`src/hw/rtl/aqic_pkg.sv`:
```
`default_nettype none

package aqic_pkg;

    // fixed-point format of levels and indices
    localparam int FRAC_BITS = 4;
    localparam int SCALE     = 1 << FRAC_BITS;

    // field widths
    localparam int CO2_W   = 18;
    localparam int GAS_W   = 14;
    localparam int IDX_W   = 12;
    localparam int CAT_W   = 3;
    localparam int ALERT_W = 2;

    // datapath widths: XS_W holds a level or ten times a PM2.5 level,
    // NUM_W the rounded numerator, REC_W a reciprocal, QUO_W a quotient
    localparam int XS_W  = 18;
    localparam int NUM_W = FRAC_BITS + 16;
    localparam int REC_W = NUM_W - 5;
    localparam int QUO_W = NUM_W - 5;
    localparam int DEN_W = 10;
    localparam longint RECIP_ONE = longint'(1) << NUM_W;
    localparam int IDX_MAX = (1 << IDX_W) - 1;

    // configuration port
    localparam int CFG_IDX_W  = 2;
    localparam int CFG_DATA_W = CO2_W;
    localparam logic [CFG_IDX_W-1:0] CFG_CO2_LIMIT  = 2'd0;
    localparam logic [CFG_IDX_W-1:0] CFG_SO2_LIMIT  = 2'd1;
    localparam logic [CFG_IDX_W-1:0] CFG_NO2_LIMIT  = 2'd2;
    localparam logic [CFG_IDX_W-1:0] CFG_PM25_LIMIT = 2'd3;

    localparam logic [CO2_W-1:0] CO2_LIMIT_RST  = 18'd16000;
    localparam logic [GAS_W-1:0] SO2_LIMIT_RST  = 14'd640;
    localparam logic [GAS_W-1:0] NO2_LIMIT_RST  = 14'd400;
    localparam logic [GAS_W-1:0] PM25_LIMIT_RST = 14'd240;

    // fixed alert thresholds
    localparam logic [CO2_W-1:0] CO2_LOW_FROM  = CO2_W'(400 * SCALE);
    localparam logic [CO2_W-1:0] CO2_MED_ABOVE = CO2_W'(800 * SCALE);
    localparam logic [GAS_W-1:0] SO2_MED_FROM  = GAS_W'(21 * SCALE);
    localparam logic [GAS_W-1:0] NO2_MED_FROM  = GAS_W'(14 * SCALE);
    localparam logic [GAS_W-1:0] PM25_MED_FROM = GAS_W'(8 * SCALE);

    // alert codes
    localparam logic [ALERT_W-1:0] CO2_ALERT_VERY_LOW = 2'd0;
    localparam logic [ALERT_W-1:0] CO2_ALERT_LOW      = 2'd1;
    localparam logic [ALERT_W-1:0] CO2_ALERT_MEDIUM   = 2'd2;
    localparam logic [ALERT_W-1:0] CO2_ALERT_HIGH     = 2'd3;
    localparam logic [ALERT_W-1:0] GAS_ALERT_LOW      = 2'd0;
    localparam logic [ALERT_W-1:0] GAS_ALERT_MEDIUM   = 2'd1;
    localparam logic [ALERT_W-1:0] GAS_ALERT_HIGH     = 2'd2;

    // index categories
    localparam logic [CAT_W-1:0] CAT_GOOD           = 3'd0;
    localparam logic [CAT_W-1:0] CAT_MODERATE       = 3'd1;
    localparam logic [CAT_W-1:0] CAT_SENSITIVE      = 3'd2;
    localparam logic [CAT_W-1:0] CAT_UNHEALTHY      = 3'd3;
    localparam logic [CAT_W-1:0] CAT_VERY_UNHEALTHY = 3'd4;
    localparam logic [CAT_W-1:0] CAT_HAZARDOUS      = 3'd5;

    typedef enum logic [1:0] {POL_CO2, POL_SO2, POL_NO2, POL_PM25} pollutant_t;
    typedef enum logic [1:0] {SEG_LOW, SEG_MID, SEG_HIGH, SEG_TOP} seg_t;

    typedef struct packed {
        logic [CO2_W-1:0] co2_level;
        logic [GAS_W-1:0] so2_level;
        logic [GAS_W-1:0] no2_level;
        logic [GAS_W-1:0] pm25_level;
    } in_item_t;

    typedef struct packed {
        logic [IDX_W-1:0]   co2_index;
        logic [IDX_W-1:0]   so2_index;
        logic [IDX_W-1:0]   no2_index;
        logic [IDX_W-1:0]   pm25_index;
        logic [CAT_W-1:0]   co2_category;
        logic [CAT_W-1:0]   so2_category;
        logic [CAT_W-1:0]   no2_category;
        logic [CAT_W-1:0]   pm25_category;
        logic [ALERT_W-1:0] co2_alert_level;
        logic [ALERT_W-1:0] so2_alert_level;
        logic [ALERT_W-1:0] no2_alert_level;
        logic [ALERT_W-1:0] pm25_alert_level;
    } out_item_t;

    typedef struct packed {
        logic [ALERT_W-1:0] co2;
        logic [ALERT_W-1:0] so2;
        logic [ALERT_W-1:0] no2;
        logic [ALERT_W-1:0] pm25;
    } alerts_t;

    // per-stage load enables of the pipeline
    typedef struct packed {
        logic s1;
        logic s2;
        logic s3;
        logic so;
    } adv_t;

    // one line segment: base*S*den, start offset, divisor, reciprocal, slope flag
    typedef struct packed {
        logic [NUM_W-1:0] bterm;
        logic [XS_W-1:0]  off;
        logic [DEN_W-1:0] den;
        logic [REC_W-1:0] recip;
        logic             slope;
    } seg_info_t;

    typedef struct packed {
        logic [XS_W-1:0] h1;
        logic [XS_W-1:0] h2;
        logic [XS_W-1:0] h3;
    } seg_bounds_t;

    function automatic seg_info_t seg_entry(input int base, input int off, input int den,
                                            input longint recip, input logic slope);
        seg_info_t e;
        e.bterm = NUM_W'(base * SCALE * den);
        e.off   = XS_W'(off * SCALE);
        e.den   = DEN_W'(den);
        e.recip = REC_W'(recip);
        e.slope = slope;
        return e;
    endfunction

    // top segment: no slope, numerator base*S*den so the quotient is base*S
    function automatic seg_info_t seg_lookup(input pollutant_t p, input seg_t s);
        seg_info_t e;
        case (p)
            POL_CO2:
                case (s)
                    SEG_LOW: e = seg_entry(0, 0, 800, RECIP_ONE / 800, 1'b1);
                    SEG_MID: e = seg_entry(50, 801, 199, RECIP_ONE / 199, 1'b1);
                    default: e = seg_entry(101, 0, 199, RECIP_ONE / 199, 1'b0);
                endcase
            POL_SO2:
                case (s)
                    SEG_LOW:  e = seg_entry(0, 0, 35, RECIP_ONE / 35, 1'b1);
                    SEG_MID:  e = seg_entry(50, 36, 39, RECIP_ONE / 39, 1'b1);
                    SEG_HIGH: e = seg_entry(100, 76, 109, RECIP_ONE / 109, 1'b1);
                    default:  e = seg_entry(151, 0, 35, RECIP_ONE / 35, 1'b0);
                endcase
            POL_NO2:
                case (s)
                    SEG_LOW:  e = seg_entry(0, 0, 53, RECIP_ONE / 53, 1'b1);
                    SEG_MID:  e = seg_entry(50, 54, 46, RECIP_ONE / 46, 1'b1);
                    SEG_HIGH: e = seg_entry(100, 101, 259, RECIP_ONE / 259, 1'b1);
                    default:  e = seg_entry(151, 0, 53, RECIP_ONE / 53, 1'b0);
                endcase
            default:
                // PM2.5 works on ten times the level
                case (s)
                    SEG_LOW:  e = seg_entry(0, 0, 120, RECIP_ONE / 120, 1'b1);
                    SEG_MID:  e = seg_entry(50, 121, 233, RECIP_ONE / 233, 1'b1);
                    SEG_HIGH: e = seg_entry(100, 355, 199, RECIP_ONE / 199, 1'b1);
                    default:  e = seg_entry(151, 0, 120, RECIP_ONE / 120, 1'b0);
                endcase
        endcase
        return e;
    endfunction

    // upper breakpoints; CO2 has only two segments, so h3 equals h2
    function automatic seg_bounds_t seg_bounds(input pollutant_t p);
        seg_bounds_t b;
        case (p)
            POL_CO2:
            begin
                b.h1 = XS_W'(800 * SCALE);
                b.h2 = XS_W'(1000 * SCALE);
                b.h3 = XS_W'(1000 * SCALE);
            end
            POL_SO2:
            begin
                b.h1 = XS_W'(35 * SCALE);
                b.h2 = XS_W'(75 * SCALE);
                b.h3 = XS_W'(185 * SCALE);
            end
            POL_NO2:
            begin
                b.h1 = XS_W'(53 * SCALE);
                b.h2 = XS_W'(100 * SCALE);
                b.h3 = XS_W'(360 * SCALE);
            end
            default:
            begin
                b.h1 = XS_W'(120 * SCALE);
                b.h2 = XS_W'(354 * SCALE);
                b.h3 = XS_W'(554 * SCALE);
            end
        endcase
        return b;
    endfunction

endpackage

`default_nettype wire

```
`src/hw/rtl/aqic_seg.sv`:
```
`default_nettype none

// segment select and rounded numerator for one pollutant
module aqic_seg #(
    parameter aqic_pkg::pollutant_t KIND = aqic_pkg::POL_CO2
) (
    input  logic [aqic_pkg::XS_W-1:0]  level,
    output logic [aqic_pkg::NUM_W-1:0] numer,
    output logic [aqic_pkg::REC_W-1:0] recip,
    output logic [aqic_pkg::DEN_W-1:0] den
);

    localparam aqic_pkg::seg_bounds_t BND = aqic_pkg::seg_bounds(KIND);

    logic [aqic_pkg::XS_W+3:0]          x10;
    logic [aqic_pkg::XS_W-1:0]          xs;
    aqic_pkg::seg_t                     seg;
    aqic_pkg::seg_info_t                info;
    logic signed [aqic_pkg::XS_W:0]     diff;
    logic signed [aqic_pkg::NUM_W+1:0]  diff_x;
    logic signed [aqic_pkg::NUM_W+1:0]  slope_term;
    logic signed [aqic_pkg::NUM_W+1:0]  num0;

    always_comb
    begin
        x10 = ({4'b0, level} << 3) + ({4'b0, level} << 1);
        xs  = (KIND == aqic_pkg::POL_PM25) ? x10[aqic_pkg::XS_W-1:0] : level;

        if (xs <= BND.h1)
            seg = aqic_pkg::SEG_LOW;
        else if (xs <= BND.h2)
            seg = aqic_pkg::SEG_MID;
        else if (xs <= BND.h3)
            seg = aqic_pkg::SEG_HIGH;
        else
            seg = aqic_pkg::SEG_TOP;

        info = aqic_pkg::seg_lookup(KIND, seg);

        // 50 * (xs - off), negative in the gap just past a breakpoint
        diff   = $signed({1'b0, xs}) - $signed({1'b0, info.off});
        diff_x = {{(aqic_pkg::NUM_W + 1 - aqic_pkg::XS_W){diff[aqic_pkg::XS_W]}}, diff};
        if (info.slope)
            slope_term = (diff_x <<< 5) + (diff_x <<< 4) + (diff_x <<< 1);
        else
            slope_term = '0;

        num0 = $signed({2'b0, info.bterm}) + slope_term;

        // clamp at zero, then add half the divisor for round-half-up
        if (num0[aqic_pkg::NUM_W+1])
            numer = aqic_pkg::NUM_W'(info.den >> 1);
        else
            numer = num0[aqic_pkg::NUM_W-1:0] + aqic_pkg::NUM_W'(info.den >> 1);

        recip = info.recip;
        den   = info.den;
    end

endmodule

`default_nettype wire

```
`src/hw/rtl/aqic_div.sv`:
```
`default_nettype none

// reciprocal divide, correction, saturation and category for one pollutant
module aqic_div (
    input  logic                       clk,
    input  aqic_pkg::adv_t             adv,
    input  logic [aqic_pkg::NUM_W-1:0] numer,
    input  logic [aqic_pkg::REC_W-1:0] recip,
    input  logic [aqic_pkg::DEN_W-1:0] den,
    output logic [aqic_pkg::IDX_W-1:0] index,
    output logic [aqic_pkg::CAT_W-1:0] category
);

    localparam int PROD_W = aqic_pkg::NUM_W + aqic_pkg::REC_W;
    localparam int BACK_W = aqic_pkg::QUO_W + aqic_pkg::DEN_W;
    localparam logic [aqic_pkg::QUO_W-1:0] CAT_B1 = aqic_pkg::QUO_W'(50 * aqic_pkg::SCALE);
    localparam logic [aqic_pkg::QUO_W-1:0] CAT_B2 = aqic_pkg::QUO_W'(100 * aqic_pkg::SCALE);
    localparam logic [aqic_pkg::QUO_W-1:0] CAT_B3 = aqic_pkg::QUO_W'(150 * aqic_pkg::SCALE);
    localparam logic [aqic_pkg::QUO_W-1:0] CAT_B4 = aqic_pkg::QUO_W'(200 * aqic_pkg::SCALE);
    localparam logic [aqic_pkg::QUO_W-1:0] CAT_B5 = aqic_pkg::QUO_W'(300 * aqic_pkg::SCALE);
    localparam logic [aqic_pkg::QUO_W-1:0] SAT_AT = aqic_pkg::QUO_W'(aqic_pkg::IDX_MAX);

    logic [aqic_pkg::NUM_W-1:0] numer1_reg, numer2_reg;
    logic [aqic_pkg::REC_W-1:0] recip1_reg;
    logic [aqic_pkg::DEN_W-1:0] den1_reg, den2_reg;
    logic [aqic_pkg::QUO_W-1:0] quo2_reg, quo3_reg;
    logic                       bump3_reg;
    logic [aqic_pkg::IDX_W-1:0] index_reg;
    logic [aqic_pkg::CAT_W-1:0] category_reg;

    logic [PROD_W-1:0]          prod;
    logic [aqic_pkg::QUO_W-1:0] quo2_next;
    logic [BACK_W-1:0]          back;
    logic [aqic_pkg::NUM_W-1:0] rem;
    logic                       bump3_next;
    logic [aqic_pkg::QUO_W-1:0] quo;
    logic [aqic_pkg::IDX_W-1:0] index_next;
    logic [aqic_pkg::CAT_W-1:0] category_next;

    always_comb
    begin
        // estimate is exact or one short
        prod      = PROD_W'(numer1_reg) * PROD_W'(recip1_reg);
        quo2_next = prod[aqic_pkg::NUM_W +: aqic_pkg::QUO_W];

        back       = BACK_W'(quo2_reg) * BACK_W'(den2_reg);
        rem        = numer2_reg - back[aqic_pkg::NUM_W-1:0];
        bump3_next = (rem >= aqic_pkg::NUM_W'(den2_reg));

        quo = quo3_reg + aqic_pkg::QUO_W'(bump3_reg);
        if (quo > SAT_AT)
            index_next = aqic_pkg::IDX_W'(aqic_pkg::IDX_MAX);
        else
            index_next = quo[aqic_pkg::IDX_W-1:0];

        // category from the unsaturated quotient
        if (quo <= CAT_B1)
            category_next = aqic_pkg::CAT_GOOD;
        else if (quo <= CAT_B2)
            category_next = aqic_pkg::CAT_MODERATE;
        else if (quo <= CAT_B3)
            category_next = aqic_pkg::CAT_SENSITIVE;
        else if (quo <= CAT_B4)
            category_next = aqic_pkg::CAT_UNHEALTHY;
        else if (quo <= CAT_B5)
            category_next = aqic_pkg::CAT_VERY_UNHEALTHY;
        else
            category_next = aqic_pkg::CAT_HAZARDOUS;
    end

    always_ff @(posedge clk)
    begin
        if (adv.s1)
        begin
            numer1_reg <= numer;
            recip1_reg <= recip;
            den1_reg   <= den;
        end
        if (adv.s2)
        begin
            quo2_reg   <= quo2_next;
            numer2_reg <= numer1_reg;
            den2_reg   <= den1_reg;
        end
        if (adv.s3)
        begin
            quo3_reg  <= quo2_reg;
            bump3_reg <= bump3_next;
        end
        if (adv.so)
        begin
            index_reg    <= index_next;
            category_reg <= category_next;
        end
    end

    assign index    = index_reg;
    assign category = category_reg;

endmodule

`default_nettype wire

```
`src/hw/rtl/air_quality_index_classifier.sv`:
```
// Air quality index classifier.
// Input channel: in_valid / in_stall / in_data carry one reading of CO2, SO2,
//   NO2 and PM2.5 levels (4 fractional bits); a transfer happens on a rising
//   edge with in_valid high and in_stall low.
// Output channel: out_valid / out_stall / out_data give, per pollutant, the
//   piecewise-linear index, its six-way category and the alert level. Exactly
//   one result per reading, in order.
// Config: cfg_we / cfg_index / cfg_wdata write one of the four high-alert
//   limits, chosen by cfg_index; write them only while no reading is in flight.
// Pipeline: four register stages (segment select, reciprocal multiply,
//   remainder check, output), passed by each reading in that order.
// Throughput: one reading per cycle while out_stall is low; each pollutant
//   has a reciprocal multiplier and a check multiplier, each in its own stage.
// Stall: each stage loads whenever its successor is empty or moving on, so
//   bubbles are squeezed out; in_stall rises only when all four stages hold
//   a reading and out_stall is high. Nothing is lost or repeated.
// Reset: clears all valid bits and loads the default limits
//   (CO2 1000 ppm, SO2 40, NO2 25, PM2.5 15, all times 16).
`default_nettype none

module air_quality_index_classifier (
    input  logic                                clk,
    input  logic                                rst_n,
    input  logic                                in_valid,
    output logic                                in_stall,
    input  aqic_pkg::in_item_t                  in_data,
    output logic                                out_valid,
    input  logic                                out_stall,
    output aqic_pkg::out_item_t                 out_data,
    input  logic                                cfg_we,
    input  logic [aqic_pkg::CFG_IDX_W-1:0]      cfg_index,
    input  logic [aqic_pkg::CFG_DATA_W-1:0]     cfg_wdata
);

    // limit registers
    logic [aqic_pkg::CO2_W-1:0] co2_limit_reg;
    logic [aqic_pkg::GAS_W-1:0] so2_limit_reg;
    logic [aqic_pkg::GAS_W-1:0] no2_limit_reg;
    logic [aqic_pkg::GAS_W-1:0] pm25_limit_reg;

    // pipeline occupancy
    logic valid1_reg, valid2_reg, valid3_reg, valid_out_reg;
    logic rdy1, rdy2, rdy3, rdy_out;
    aqic_pkg::adv_t adv;

    // alert levels ride alongside the index lanes
    aqic_pkg::alerts_t alert1_next;
    aqic_pkg::alerts_t alert1_reg, alert2_reg, alert3_reg, alert_out_reg;

    // per-pollutant lanes, indexed by pollutant code
    logic [aqic_pkg::XS_W-1:0]  level_ext [4];
    logic [aqic_pkg::NUM_W-1:0] numer     [4];
    logic [aqic_pkg::REC_W-1:0] recip     [4];
    logic [aqic_pkg::DEN_W-1:0] den       [4];
    logic [aqic_pkg::IDX_W-1:0] index     [4];
    logic [aqic_pkg::CAT_W-1:0] category  [4];

    // ---------------------------------------------------------------
    // configuration
    // ---------------------------------------------------------------
    always_ff @(posedge clk or negedge rst_n)
    begin
        if (!rst_n)
        begin
            co2_limit_reg  <= aqic_pkg::CO2_LIMIT_RST;
            so2_limit_reg  <= aqic_pkg::SO2_LIMIT_RST;
            no2_limit_reg  <= aqic_pkg::NO2_LIMIT_RST;
            pm25_limit_reg <= aqic_pkg::PM25_LIMIT_RST;
        end
        else if (cfg_we)
        begin
            unique case (cfg_index)
                aqic_pkg::CFG_CO2_LIMIT:  co2_limit_reg  <= cfg_wdata;
                aqic_pkg::CFG_SO2_LIMIT:  so2_limit_reg  <= cfg_wdata[aqic_pkg::GAS_W-1:0];
                aqic_pkg::CFG_NO2_LIMIT:  no2_limit_reg  <= cfg_wdata[aqic_pkg::GAS_W-1:0];
                aqic_pkg::CFG_PM25_LIMIT: pm25_limit_reg <= cfg_wdata[aqic_pkg::GAS_W-1:0];
                default: ;
            endcase
        end
    end

    // ---------------------------------------------------------------
    // flow control: a stage takes new data when empty or when its
    // contents move on in the same cycle
    // ---------------------------------------------------------------
    always_comb
    begin
        rdy_out = !valid_out_reg || !out_stall;
        rdy3    = !valid3_reg || rdy_out;
        rdy2    = !valid2_reg || rdy3;
        rdy1    = !valid1_reg || rdy2;

        adv.s1 = rdy1 && in_valid;
        adv.s2 = rdy2 && valid1_reg;
        adv.s3 = rdy3 && valid2_reg;
        adv.so = rdy_out && valid3_reg;
    end

    assign in_stall = !rdy1;

    always_ff @(posedge clk or negedge rst_n)
    begin
        if (!rst_n)
        begin
            valid1_reg    <= 1'b0;
            valid2_reg    <= 1'b0;
            valid3_reg    <= 1'b0;
            valid_out_reg <= 1'b0;
        end
        else
        begin
            if (rdy1)
                valid1_reg <= in_valid;
            if (rdy2)
                valid2_reg <= valid1_reg;
            if (rdy3)
                valid3_reg <= valid2_reg;
            if (rdy_out)
                valid_out_reg <= valid3_reg;
        end
    end

    // ---------------------------------------------------------------
    // alert levels: limit tests first, so a low limit still gives high
    // ---------------------------------------------------------------
    always_comb
    begin
        if (in_data.co2_level > co2_limit_reg)
            alert1_next.co2 = aqic_pkg::CO2_ALERT_HIGH;
        else if (in_data.co2_level > aqic_pkg::CO2_MED_ABOVE)
            alert1_next.co2 = aqic_pkg::CO2_ALERT_MEDIUM;
        else if (in_data.co2_level >= aqic_pkg::CO2_LOW_FROM)
            alert1_next.co2 = aqic_pkg::CO2_ALERT_LOW;
        else
            alert1_next.co2 = aqic_pkg::CO2_ALERT_VERY_LOW;

        if (in_data.so2_level > so2_limit_reg)
            alert1_next.so2 = aqic_pkg::GAS_ALERT_HIGH;
        else if (in_data.so2_level >= aqic_pkg::SO2_MED_FROM)
            alert1_next.so2 = aqic_pkg::GAS_ALERT_MEDIUM;
        else
            alert1_next.so2 = aqic_pkg::GAS_ALERT_LOW;

        if (in_data.no2_level > no2_limit_reg)
            alert1_next.no2 = aqic_pkg::GAS_ALERT_HIGH;
        else if (in_data.no2_level >= aqic_pkg::NO2_MED_FROM)
            alert1_next.no2 = aqic_pkg::GAS_ALERT_MEDIUM;
        else
            alert1_next.no2 = aqic_pkg::GAS_ALERT_LOW;

        if (in_data.pm25_level > pm25_limit_reg)
            alert1_next.pm25 = aqic_pkg::GAS_ALERT_HIGH;
        else if (in_data.pm25_level >= aqic_pkg::PM25_MED_FROM)
            alert1_next.pm25 = aqic_pkg::GAS_ALERT_MEDIUM;
        else
            alert1_next.pm25 = aqic_pkg::GAS_ALERT_LOW;
    end

    always_ff @(posedge clk)
    begin
        if (adv.s1)
            alert1_reg <= alert1_next;
        if (adv.s2)
            alert2_reg <= alert1_reg;
        if (adv.s3)
            alert3_reg <= alert2_reg;
        if (adv.so)
            alert_out_reg <= alert3_reg;
    end

    // ---------------------------------------------------------------
    // index lanes
    // ---------------------------------------------------------------
    assign level_ext[aqic_pkg::POL_CO2]  = in_data.co2_level;
    assign level_ext[aqic_pkg::POL_SO2]  = aqic_pkg::XS_W'(in_data.so2_level);
    assign level_ext[aqic_pkg::POL_NO2]  = aqic_pkg::XS_W'(in_data.no2_level);
    assign level_ext[aqic_pkg::POL_PM25] = aqic_pkg::XS_W'(in_data.pm25_level);

    for (genvar g = 0; g < 4; g++)
    begin : g_lane
        aqic_seg #(
            .KIND (aqic_pkg::pollutant_t'(g))
        ) u_seg (
            .level (level_ext[g]),
            .numer (numer[g]),
            .recip (recip[g]),
            .den   (den[g])
        );

        aqic_div u_div (
            .clk      (clk),
            .adv      (adv),
            .numer    (numer[g]),
            .recip    (recip[g]),
            .den      (den[g]),
            .index    (index[g]),
            .category (category[g])
        );
    end

    // ---------------------------------------------------------------
    // output
    // ---------------------------------------------------------------
    assign out_valid = valid_out_reg;

    always_comb
    begin
        out_data.co2_index        = index[aqic_pkg::POL_CO2];
        out_data.so2_index        = index[aqic_pkg::POL_SO2];
        out_data.no2_index        = index[aqic_pkg::POL_NO2];
        out_data.pm25_index       = index[aqic_pkg::POL_PM25];
        out_data.co2_category     = category[aqic_pkg::POL_CO2];
        out_data.so2_category     = category[aqic_pkg::POL_SO2];
        out_data.no2_category     = category[aqic_pkg::POL_NO2];
        out_data.pm25_category    = category[aqic_pkg::POL_PM25];
        out_data.co2_alert_level  = alert_out_reg.co2;
        out_data.so2_alert_level  = alert_out_reg.so2;
        out_data.no2_alert_level  = alert_out_reg.no2;
        out_data.pm25_alert_level = alert_out_reg.pm25;
    end

    // ---------------------------------------------------------------
    // checks
    // ---------------------------------------------------------------

    // input held off only with every stage full
    a_stall_full: assert property (@(posedge clk) disable iff (!rst_n)
        in_stall |-> (valid1_reg && valid2_reg && valid3_reg && valid_out_reg))
        else $error("input stalled with a free pipeline stage");

    // taken result with nothing behind it leaves the output empty
    a_drain: assert property (@(posedge clk) disable iff (!rst_n)
        (out_valid && !out_stall && !valid3_reg) |=> !out_valid)
        else $error("result repeated after transfer");

    // indices never pass the top-segment constants
    a_index_range: assert property (@(posedge clk) disable iff (!rst_n)
        out_valid |->
            (out_data.co2_index <= aqic_pkg::IDX_W'(101 * aqic_pkg::SCALE)) &&
            (out_data.so2_index <= aqic_pkg::IDX_W'(151 * aqic_pkg::SCALE)) &&
            (out_data.no2_index <= aqic_pkg::IDX_W'(151 * aqic_pkg::SCALE)) &&
            (out_data.pm25_index <= aqic_pkg::IDX_W'(151 * aqic_pkg::SCALE)))
        else $error("index out of range");

endmodule

`default_nettype wire

```
`config.mk`:
```
export PLATFORM = sky130hd
export DESIGN_NAME = air_quality_index_classifier
export DESIGN_NICKNAME = d
export VERILOG_FILES = /design/src/hw/rtl/aqic_pkg.sv /design/src/hw/rtl/aqic_seg.sv /design/src/hw/rtl/aqic_div.sv /design/src/hw/rtl/air_quality_index_classifier.sv
export SDC_FILE = /design/constraint.sdc
export NUM_CORES = 2
export LEC_CHECK = 0
export BUFFER_PORTS_ARGS = -buffer_cell sky130_fd_sc_hd__clkbuf_2
export CORE_ASPECT_RATIO = 1.75
export CORE_MARGIN = 3
export CORE_UTILIZATION = 55
export CTS_CLUSTER_DIAMETER = 200
export DETAILED_ROUTE_END_ITERATION = 8
export PLACE_DENSITY = 0.71
export SLEW_MARGIN = 5
export SYNTH_ARGS = -nofsm -noshare
export SYNTH_HDL_FRONTEND = slang
export SYNTH_HIERARCHICAL = 1
export SYNTH_SLANG_ARGS = --single-unit
export TNS_END_PERCENT = 1
```
`constraint.sdc`:
```
create_clock -name clk -period 15.3 [get_ports clk]
set_input_delay 1.53 -clock clk [delete_from_list [all_inputs] [get_ports clk]]
set_output_delay 1.53 -clock clk [all_outputs]
set_load 0.03 [all_outputs]
```
==> metrics.md <==
| Metric | Value |
|---|---|
| CP dominant cell by count | `ha_1` |
| R2r startpoint | `g_lane[2].u_div/den2_reg[3]$_DFFE_PP_` |
| Fraction of layout cells with a size suffix above 1 | `4.91%` |
| Total gr overflow | `0` |
| Outcome | `complete, no violations` |
| Synthesized area | `92,000 sq um` |
| Avg Cell Area, Syn | `9.61 sq um` |
| Die area | `172,000 sq um` |
| Worst reg2reg path depth | `25` |
| YS warnings | `6` |
| Site Rows | `197` |
| Crit Path Max Fanout | `18` |
| FFs w/ async S/R, synth | `11.0%` |
| Critical path launch point type | `input pin` |
| HPWL Detailed | `180,000 microns` |
| Min-Delay Path Class | `reg -> reg` |
| Layout area overhead | `4.48%` |
| CTS buffer count | `59` |
| Min Tclk post-route | `11.96 ns` |
| CP required | `15.75 ns` |
| Post-route antenna net violation count | `0` |
| Worst reg2reg path endpoint | `g_lane[2].u_div/bump3_reg$_DFFE_PP_` |
| Post-route clock period utilization | `78.2%` |
| Iter 0 DRT Violations | `3,521` |
| CP max stage delay | `0.85 ns` |
| Clk_skew | `0.0283 ns` |
| Via count | `65,900` |
| Hold EP | `g_lane[2].u_div/den2_reg[6]$_DFFE_PP_` |
| First-pass GRT wire length | `372,000 microns` |
| Initial antenna violation count | `7` |
| TritonCTS clock tree | `yes` |
| Critical path class | `in -> reg` |
| Commonest non-fill, non-tap cell in the layout | `inv_1` |
| CP Capture Type | `flip-flop` |
| DR vias/cell | `5.62` |
| Number of remaining DRC errors | `0` |
| CTS resizes | `0` |
| # IOs | `155` |
| Final hold vios | `0` |
| Drt wl/cell | `19.4 microns` |
| Port Buffers | `154` |
| GP Congestion | `0.974` |
| Die span in y | `547 microns` |
| Clock-pin slew on the worst setup and hold paths | `0.07 ns` |
| Final Max Tran Viols | `0` |
| Root Buffer | `clkbuf_16` |
| Synth Instances | `9,572` |
| Starting Density | `55.6%` |
| Slowest-stage cell, CP | `a2111oi_0` |
| Fillcell total | `14,000` |
| Seq/Total Area, Yosys | `18.6%` |
| DRT Pass-1 Iters | `5` |
| Synth unique cells | `124` |
| Most frequent cells in the layout | `inv_1 (1,886), fa_1 (1,450), nand2_1 (1,152)` |
| Post-synth EDFFs | `516` |
| Final TNS setup | `0 ns` |
| Setup Buffers After CTS | `0` |
| FF-to-FF setup slack | `7.78 ns` |
| Peak Freq | `83.6 MHz` |
| Hold Crit Start | `g_lane[2].u_div/den1_reg[6]$_DFFE_PP_` |
| Final setup fails | `0` |
| Nets | `11,900` |
| Cts hold-fix bufs | `0` |
| CP Data Arrival Time | `12.41 ns` |
| Ys flop type | `edfxtp_1` |
| Clk Latency, worst-skew pair | `0.70 ns` |
| Worst hold path depth | `0` |
| Core area | `165,000 sq um` |
| Max_cap viols | `0` |
| Total GRT Usage | `27.1%` |
| Clock tree sinks | `580` |
| Largest net degree at the start of global routing | `73` |
| Slew @ Worst Pin | `1.08 ns` |
| Vias in the first global route | `72,700` |
| Slew headroom | `27.6%` |
| FF+latch count, synth | `580` |
| RSZ-0062 raised after global routing | `no` |
| Die width | `315 microns` |
| H-tree depth | `2` |
| Max clock buf depth | `3` |
| Final Routed Wirelength | `227,000 microns` |
==> worst max-delay path by stage <==
stage	from	to	cells after the start	slack, ns
finish	in_data[0]	g_lane[3].u_div/numer1_reg[2]$_DFFE_PP_	39	3.34
global route	in_data[0]	g_lane[3].u_div/numer1_reg[2]$_DFFE_PP_	39	2.57
CTS	in_data[0]	g_lane[3].u_div/numer1_reg[2]$_DFFE_PP_	39	3.33
detailed placement	in_data[0]	g_lane[3].u_div/numer1_reg[2]$_DFFE_PP_	39	2.59
global placement	in_data[0]	g_lane[3].u_div/numer1_reg[2]$_DFFE_PP_	39	2.76
floorplan	in_data[0]	g_lane[3].u_div/numer1_reg[2]$_DFFE_PP_	37	4.51
==> logic make-up after synthesis <==
kind of cell | count (synthesis) | synth area share, %
xor gates and xnor gates | 409 | 4.04
AOI/OAI and AO/OA | 1021 | 7.60
DFF | 580 | 18.6
muxes | 86 | 1.04
other | 9 | 0.0367
buffers and inverters | 2294 | 9.76
and+or+nand+nor | 2855 | 15.5
adders and majority gates | 2318 | 43.4
==> final cells by class <==
type                            instances  area (sq um)  share of cell area (%)
Multi-Input combinational cell       6770         66200                    68.9
Sequential cell                       580         17100                    17.8
Inverter                             1886          7080                    7.37
Tap cell                             2189          2740                    2.85
Clock buffer                           69          1620                    1.69
Timing Repair Buffer                  178           951                   0.990
Clock inverter                         40           403                   0.419
Antenna cell                            5          12.5                  0.0130
==> cell usage after synthesis, types with 14 or more instances <==
cell      number  area share [%]
xor2_1       138             1.3
or3_1         20            0.14
nand2_1     1152             4.7
mux2i_1       29            0.32
a41oi_1       14            0.13
inv_1       1886             7.7
ha_1         868              12
o21a_1        40            0.33
o211ai_1      32            0.26
o31ai_1       35            0.29
a21oi_1      275             1.5
xnor2_1      261             2.5
o221ai_1      15            0.14
edfxtp_1     516              17
buf_4         88            0.72
clkbuf_1     305             1.2
nand4_1       58            0.39
dfstp_2       15            0.43
or2_2         23            0.16
nand2b_1      61            0.41
a31oi_1       53            0.36
a211oi_1      43            0.35
and3_1        39            0.27
nand3_1      100            0.54
a21boi_0      17            0.14
a21o_1        85            0.69
o21ai_0      172            0.94
dfrtp_1       49             1.3
nor3_1        68            0.37
nor4_1        28            0.19
mux2_2        50            0.61
and4_1        15            0.14
nor2_1       292             1.2
nor2b_1       44            0.30
o21ai_1       15           0.082
and2_1       870             5.9
o21bai_1      30            0.24
fa_1        1450              32
==> critical path, delay by kind of cell <==
family	cells	cell delay [ns]
simple gates	11	2.50
buf+inv	5	0.90
mux	2	0.69
xor+xnor	3	0.86
fa+ha+maj	7	2.79
compound gates	11	3.14
==> layer usage <==
layer	GRT usage, %	vias to the layer above	routed length [microns]
met5	0	-	0
met4	12.9	0	12100
met3	3.29	682	11300
met2	51.3	1988	123000
met1	29.7	33400	80700
li1	-	29800	-
==> through the flow <==
stage	utilization, %	hold WS, ns	instances	cell area, sq um	setup slack (ns)
global placement	56.9	0.401	11600	94100	2.76
detailed placement	56.9	0.405	11600	94100	2.59
CTS	58.1	0.416	11700	96100	3.33
finish	58.1	0.415	11700	96100	3.34
global route	58.1	0.426	11700	96100	2.57
floorplan	-	0.400	9644	92300	4.51
Power is left out: the tool's default activity adds up to more than one toggle a clock period on the data nets, which glitch-free logic cannot reach.
